`src/sv/pcws_ram.sv`:
```
`default_nettype none
module pcws_ram #(
  parameter int Width = 8,
  parameter int Depth = 16
) (
  input  wire logic                     clk_i,
  input  wire logic                     we_i,
  input  wire logic [$clog2(Depth)-1:0] waddr_i,
  input  wire logic [Width-1:0]         wdata_i,
  input  wire logic                     re_i,
  input  wire logic [$clog2(Depth)-1:0] raddr_i,
  output logic      [Width-1:0]         rdata_o
);

  logic [Width-1:0] mem_q [Depth];

  always_ff @(posedge clk_i) begin
    if (we_i) begin
      mem_q[waddr_i] <= wdata_i;
    end
    if (re_i) begin
      rdata_o <= mem_q[raddr_i];
    end
  end

endmodule
`default_nettype wire

```
`config.mk`:
```
export PLATFORM = sky130hd
export DESIGN_NAME = pcws_ram
export DESIGN_NICKNAME = d
export VERILOG_FILES = /design/src/sv/pcws_ram.sv
export SDC_FILE = /design/constraint.sdc
export NUM_CORES = 1
export LEC_CHECK = 0
export BUFFER_PORTS_ARGS = -buffer_cell sky130_fd_sc_hd__buf_2
export CELL_PAD_IN_SITES_DETAIL_PLACEMENT = 1
export CELL_PAD_IN_SITES_GLOBAL_PLACEMENT = 1
export CORE_UTILIZATION = 25
export DETAILED_ROUTE_END_ITERATION = 10
export GPL_TIMING_DRIVEN = 0
export PLACE_DENSITY_LB_ADDON = 0.25
export SYNTH_ARGS = -nofsm -noshare
export SYNTH_HDL_FRONTEND = slang
export SYNTH_SLANG_ARGS = --single-unit
```
`constraint.sdc`:
```
create_clock -name clk_i -period 2.4 [get_ports clk_i]
set_clock_uncertainty 0.2 [all_clocks]
set_input_delay 0.12 -clock clk_i [delete_from_list [all_inputs] [get_ports clk_i]]
set_output_delay 0.12 -clock clk_i [all_outputs]
set_load 0.05 [all_outputs]
```
## Word level (Yosys, flattened, before mapping)

Memory sizes are Yosys's and may differ from the RTL's. A register that Yosys moved wholly into a read port is not among the register bits.
Index checks and enable logic that the tools add are counted.

- Memories kept: 1
- Output and inout port bits: 8
- Input bits: 19
- Logic and storage cells: 3
- RAM bits: 128
- Register bits after elaboration: 0

Memory list:

| memory | depth | width | read ports | clocked after memory_dff | write ports | line | text |
|---|---|---|---|---|---|---|---|
| mem_q | 16 | 8 | 1 | 1 | 1 | 15 | `logic [Width-1:0] mem_q [Depth];` |

- Mux-type cells: 2

Operator list:

| operator | number |
|---|---|
| 2-to-1 mux 1 bit | 2 |

## Depth between registers and ports, before layout

Gate-level depths: netlist of the first run.

- Word-level depth: 2
- Gate-level depth with buffers: 5

## Worst setup path after synthesis of the first run

Ideal clock, no wire load.

- Path type: in2reg
- From: input port waddr_i[2]
- To: memory mem_q[0][0], enable pin
- Slack: 587 ps
- Stages on the path: 2
- Data arrival time: 1230 ps
- Cell sequence: or3b_2 > nor3_1

RTL lines:

| what | line | text |
|---|---|---|
| from (decl) | 8 | `input wire logic [$clog2(Depth)-1:0] waddr_i,` |
| to (decl) | 15 |  |

No word-level cell before the write port.

## Worst setup path after layout of the first run

- From: input port waddr_i[0]
- To: memory mem_q[2][1], enable pin

No word-level cell before the write port.

==> impl_metrics.yaml, run 1 <==
outcome:
  status: "completed"
clocking:
  clkSinkCount: 136
  cts_tree: "built"
  clock-root-buffer: "clkbuf_16"
  cts_resized: 0
  cts_buffers: 17
  path_clk_slew_ns: 0.05
  cts_buffer_depth: 2
  h-tree-depth: 4
  worstSkewPairLatency_ns: 0.42
finish:
  drive_gt1_share_pct: 26.96
  n_antenna_cell: 0
  nets: 304
  syn2layout_area_growth_pct: 20.39
  fill_cells: 2059
synthesis:
  ys_seq_elements: 136
  netlist_instances: 229
  synth_seq_area_share_pct: 78.12
  syn_nets: 248
  yosysWarnings: 0
  ys_types: 18
  syn_area_sq_mm: 0.005228
  synth_area_per_cell_sq_um: 22.83
route:
  wl_per_cell_microns: 20.24
  drt-initial-drc-count: 153
  routed_via_density: 4.387
  remaining_drc_errors: 0
  final_antenna_net_count: 0
  vias: 2470
  firstDrtPassIters: 4
  wirelength_microns: 11400
timing:
  rsz0062_at_grt: "false"
  period_minus_slack_ns: 2.030
  tightest_slew_ns: 1.052
  hold_viol: 0
  worst_slack_ns: 0.3703
  fin_tns_setup_ns: 0
  drv_slew: 0
  max_slew_margin_pct: 29.63
  hold_slack_ns: 0.009158
  fin_crit_sh_pct: 84.57
  max_freq_ghz: 0.4927
  setup_viol: 0
global_route:
  grt_antenna_before_repair: 0
  track_usage_pct: 11.58
  grt_pass1_vias: 2686
  grt_overflow: 0
  grt_pass1_wl_microns: 17160
  grt_max_degree: 17
power_and_ir_drop:
  ir_drop_uv: 444.0
  power_density_mw_per_mm2: 816.1
  leakagePower_nw: 2.041
flow_run:
  drv_cap: 0
placement:
  gp_congestion: 0.7007
  dp_worst_setup_slack_ns: 0.1579
  port_buffers: 25
  dp_hpwl_microns: 7396
floorplanning:
  start_util_pct: 25.67
  fp.dieW_microns: 146.6
  dieHeight_microns: 146.6
  core_sq_mm: 0.02036
  ioPinCount: 27
  num_rows: 52
  design.die.area_sq_mm: 0.02149
worst_setup_path:
  worstSetupPathType: "input pin to register"
  arrival_ns: 1.86
  end_kind: "register"
  worst_setup_path_start_kind: "input pin"
  cp.required_ns: 2.23
  cp_max_fo: 8
min_path:
  hp-class: "input pin to register"
[synth_stat cells]
library cell | count | share of area, %
a22oi_1 | 16 | 2.3
nor2b_1 | 1 | 0.12
buf_2 | 3 | 0.29
nand3_1 | 1 | 0.096
nand2b_1 | 2 | 0.24
and2b_1 | 1 | 0.14
nand3b_1 | 2 | 0.29
and2_1 | 1 | 0.12
mux4_1 | 14 | 7.0
edfxtp_1 | 136 | 78
clkdlybuf4s25_2 | 3 | 0.57
mux4_2 | 18 | 7.8
buf_4 | 1 | 0.14
nand2_1 | 9 | 0.65
nor2_1 | 13 | 0.93
or3b_2 | 1 | 0.17
buf_6 | 3 | 0.65
nor3_1 | 4 | 0.38
[where the power goes]
part / internal [mW] / switching (mW) / total [mW]
combinational: 0.114 / 0.191 / 0.305
sequential: 2.68 / 0.0115 / 2.69
clock: 1.26 / 0.878 / 2.14
total: 4.06 / 1.08 / 5.14
[worst max-delay path: stages]
cell	delay [ns]
dlygate4sd3_1	0.53
buf_2	0.17
nand2b_1	0.21
nor2_1	0.82
[final timing paths]
check             depth (start not counted)   startpoint  slack [ns]            to
setup / recovery                          4   waddr_i[0]        0.37   mem_q[2][1]
hold / removal                            2   waddr_i[1]       0.009  mem_q[12][6]
setup reg to reg                          3  mem_q[1][0]        0.67    rdata_o[0]
hold reg to reg                           3  mem_q[0][1]        0.56    rdata_o[1]
[layout by cell type, fill, tap and decap left out, types with 2 or more instances in the layout]
cell	n
a22oi_1	16
buf_2	28
buf_6	3
clkbuf_1	2
clkbuf_16	17
clkdlybuf4s25_2	3
clkinv_1	4
clkinv_2	3
dlygate4sd3_1	11
edfxtp_1	136
mux4_1	14
mux4_2	18
nand2_1	9
nand2b_1	2
nand3b_1	2
nor2_1	13
nor3_2	3
[cell type report]
cell class	instances	area, sq um	share of cell area, %
buffer	10	86.33	1.372
clock buffer	19	432.9	6.879
clock inverter	8	37.54	0.5964
multi-input combinational	83	1072	17.04
sequential	136	4084	64.89
tap	270	337.8	5.368
timing repair buffer	37	242.7	3.857
[metal layers]
layer	global-route usage, %	vias to the layer above	share of wire, %
li1	-	1088	-
met1	14.77	1315	46
met2	18.13	53	49
met3	3.969	14	4.3
met4	4.375	0	1.3
met5	0	-	0
[through the flow]
| step | power (mW) | cell area [sq um] | instances | utilization, % |
|---|---|---|---|---|
| 6_report | 5.136 | 6294 | 563 | 30.90 |
| 4_1_cts | 5.194 | 6266 | 560 | 30.77 |
| 2_1_floorplan | 2.912 | 5228 | 229 | - |
| 5_1_grt | 5.317 | 6294 | 563 | 30.90 |
| 3_3_place_gp | 3.031 | 5690 | 524 | 27.94 |
| 3_5_place_dp | 3.038 | 5705 | 524 | 28.02 |
[cell families after synthesis]
| family | Yosys count | share of synthesized area [%] |
|---|---|---|
| DFF | 136 | 78.12 |
| and+or+nand+nor | 35 | 3.136 |
| muxes | 32 | 14.79 |
| AOI/OAI and AO/OA | 16 | 2.298 |
| buffers and inverters | 10 | 1.651 |
[state kept, by name, indices dropped and copies added, names as in the netlist]
signal and count:
rdata_o 8, mem_q 128
[timing repair]
item | in CTS | in global routing
hold buffers | 9 | 2
buffers inserted | 0 | 0
endpoints found under the hold margin | 136 | 2
(Power assumes the default switching activity.)
==> run 2: changes to the inputs <==
--- a/config.mk
+++ b/config.mk
@@ -5,6 +5,7 @@
 export SDC_FILE = /design/constraint.sdc
 export NUM_CORES = 1
 export LEC_CHECK = 0
+export ABC_AREA = 1
 export BUFFER_PORTS_ARGS = -buffer_cell sky130_fd_sc_hd__buf_2
 export CELL_PAD_IN_SITES_DETAIL_PLACEMENT = 1
 export CELL_PAD_IN_SITES_GLOBAL_PLACEMENT = 1
==> constraint.sdc (replaced) <==
create_clock -name clk_i -period 2 [get_ports clk_i]
set_clock_uncertainty 0.2 [all_clocks]
set_input_delay 0.1 -clock clk_i [delete_from_list [all_inputs] [get_ports clk_i]]
set_output_delay 0.1 -clock clk_i [all_outputs]
set_load 0.05 [all_outputs]
==> run 2 against run 1 <==
Effect of this change: clock power increased by 44%; flip-flop and latch count unchanged; first-iteration DRC count up 98%; clock-buffer cell count increased by 1; global-route usage increased by 3.0 points; sequential share of layout area shrank 6.6 points; register-to-register slack worse by 0.08 ns; worst setup slack improved by 0.15 ns; largest cell class unchanged; highest routed layer unchanged.
==> impl_metrics.yaml, run 2 <==
outcome:
  status: "completed"
timing:
  hold_slack_ns: 0.02585
  fin_tns_setup_ns: 0
  fin_crit_sh_pct: 74.11
  tightest_slew_ns: 1.005
  period_minus_slack_ns: 1.482
  setup_viol: 0
  hold_viol: 0
  max_slew_margin_pct: 32.77
  drv_slew: 0
  rsz0062_at_grt: "false"
  max_freq_ghz: 0.6747
finish:
  max_flop_register: "mem_q"
  syn2layout_area_growth_pct: 19.90
  drive_gt1_share_pct: 12.07
  nets: 621
  n_antenna_cell: 0
  final_common_cell: "nand2_1"
  largest_registers: "mem_q (128), rdata_o (8)"
  largest_reg_flops: 128
  layout_common_cells: "nand2_1, edfxtp_1, inv_1"
synthesis:
  synth_seq_area_share_pct: 69.85
  synth.top_cell.area_share_pct: 69.85
  synth_ff_type: "edfxtp_1"
  ys_seq_elements: 136
  synthMuxAreaShare_pct: 0
  synth_compound_area_share_pct: 0
  netlist_instances: 551
  synth-edff-count: 136
  synth_simple_gate_area_share_pct: 20.76
  syn_area_sq_mm: 0.005847
  synth_common_cells: "nand2_1, edfxtp_1, inv_1"
  synth.most_common_cell: "nand2_1"
  synth_area_per_cell_sq_um: 10.61
  async_flop_share_pct: 0
  synthAdderAreaFrac_pct: 0
  synth_xor_area_share_pct: 0
  syn_nets: 570
  synthTopCellsByArea: "edfxtp_1, nand2_1, nand3_1, inv_1, buf_6"
  ys_types: 11
  synth_top_family_by_area: "simple AND/OR/NAND/NOR gates"
  yosysWarnings: 0
  synth_top_area_cell: "edfxtp_1"
power_and_ir_drop:
  combPwrFrac_pct: 7.3
  leakagePower_nw: 2.940
  p_total_mw: 6.796
  power_density_mw_per_mm2: 969.3
  ir_drop_uv: 445.7
  p_sw_share_pct: 22.38
  internal_power_mw: 5.275
  p_sw_mw: 1.521
  seqPwrFrac_pct: 47.5
  pwr-share-clk_pct: 45.3
route:
  vias: 3886
  wl_per_cell_microns: 17.88
  wirelength_microns: 16550
  firstDrtPassIters: 5
  remaining_drc_errors: 0
  final_antenna_net_count: 0
  drt-initial-drc-count: 303
  routed_via_density: 4.197
worst_setup_path:
  r2r-start: "mem_q[10][5]"
  reg2reg_to: "rdata_o[5]"
  worst_setup_path_start_kind: "input pin"
  arrival_ns: 1.32
  cp_max_fo: 8
  end_kind: "register"
  cp.required_ns: 1.84
  reg2reg_slack_ns: 0.59
  r2r.worst_path.cells: 6
  worstSetupPathType: "input pin to register"
floorplanning:
  dieHeight_microns: 154.9
  ioPinCount: 27
  core_sq_mm: 0.02278
  start_util_pct: 25.67
  design.die.area_sq_mm: 0.02400
  num_rows: 55
  fp.dieW_microns: 154.9
min_path:
  hp-class: "input pin to register"
  hp-start: "raddr_i[2]"
  holdPathEnd: "rdata_o[0]"
  worst_hold_path.num_cells: 4
global_route:
  grt_max_degree: 17
  track_usage_pct: 14.60
  grt_overflow: 0
  grt_pass1_wl_microns: 24810
  grt_pass1_vias: 3910
  grt_antenna_before_repair: 0
clocking:
  cts_buffers: 17
  h-tree-depth: 4
  cts_tree: "built"
  clkSinkCount: 136
  postCtsSetupRepairBufs: 0
  worstSkewPairLatency_ns: 0.42
  clock-root-buffer: "clkbuf_16"
  cts_buffer_depth: 2
  path_clk_slew_ns: 0.06
flow_run:
  drv_cap: 0
placement:
  gp_congestion: 0.7753
  port_buffers: 23
  dp_hpwl_microns: 11240
==> run 2: worst max-delay path, cell delays in order <==
cell and delay (ns):
buf_2 0.12, nand3b_1 0.28, nor2_1 0.82
==> run 2: cell families after synthesis <==
| logic type | count (synthesis) |
|---|---|
| buffers and inverters | 126 |
| DFF | 136 |
| and+or+nand+nor | 289 |
==> run 2: what timing repair did <==
item | CTS | global route
hold buffers | 9 | 0
endpoints found under the hold margin | 136 | 0
resized for setup | 0 | 0
==> run 2: layout make-up <==
class / instances / area [sq um]
Timing Repair Buffer: 32 / 205.2
Buffer: 24 / 166.4
Sequential cell: 136 / 4084
Clock buffer: 20 / 436.7
Inverter: 102 / 382.9
Fill cell: 2567 / 15770
Multi-Input combinational cell: 289 / 1214
Clock inverter: 10 / 130.1
Tap cell: 313 / 391.6
==> run 2: metrics by stage <==
step | util, % | cell area [sq um] | setup slack (ns) | std cells
floorplan | - | 5847 | 0.7492 | 551
global placement | 27.89 | 6354 | 0.09028 | 887
detailed placement | 27.89 | 6354 | 0.04640 | 887
CTS | 30.78 | 7010 | 0.4931 | 926
global route | 30.78 | 7010 | 0.4388 | 926
finish | 30.78 | 7010 | 0.5179 | 926
==> run 2: worst max path at each step <==
stage                           from           end  slack [ns]  cells after the start
after floorplan           waddr_i[2]  mem_q[10][0]        0.75                      2
after global placement    waddr_i[3]   mem_q[7][1]        0.09                      3
after detailed placement  waddr_i[3]   mem_q[7][1]        0.05                      3
after CTS                 waddr_i[3]   mem_q[7][1]        0.49                      3
after global routing      waddr_i[3]   mem_q[4][1]        0.44                      3
final                     waddr_i[3]   mem_q[5][3]        0.52                      3
==> run 2: power groups by stage <==
stage	clock network [mW]	logic, mW	registers, mW
after floorplan	0	0.225	3.33
after global routing	3.24	0.542	3.23
after global placement	0	0.479	3.28
final	3.08	0.494	3.23
after detailed placement	0	0.488	3.29
after CTS	3.12	0.503	3.23
==> run 2: per-layer routing <==
| metal | part of all wire [%] | wire (microns) | track usage [%] | vias to the layer above |
|---|---|---|---|---|
| met4 | 1.2 | 206 | 4.526 | 0 |
| met3 | 3.4 | 570 | 2.869 | 14 |
| li1 | - | - | - | 1881 |
| met5 | 0 | 0 | 0 | - |
| met1 | 48 | 7990 | 19.79 | 1911 |
| met2 | 47 | 7785 | 23.53 | 80 |
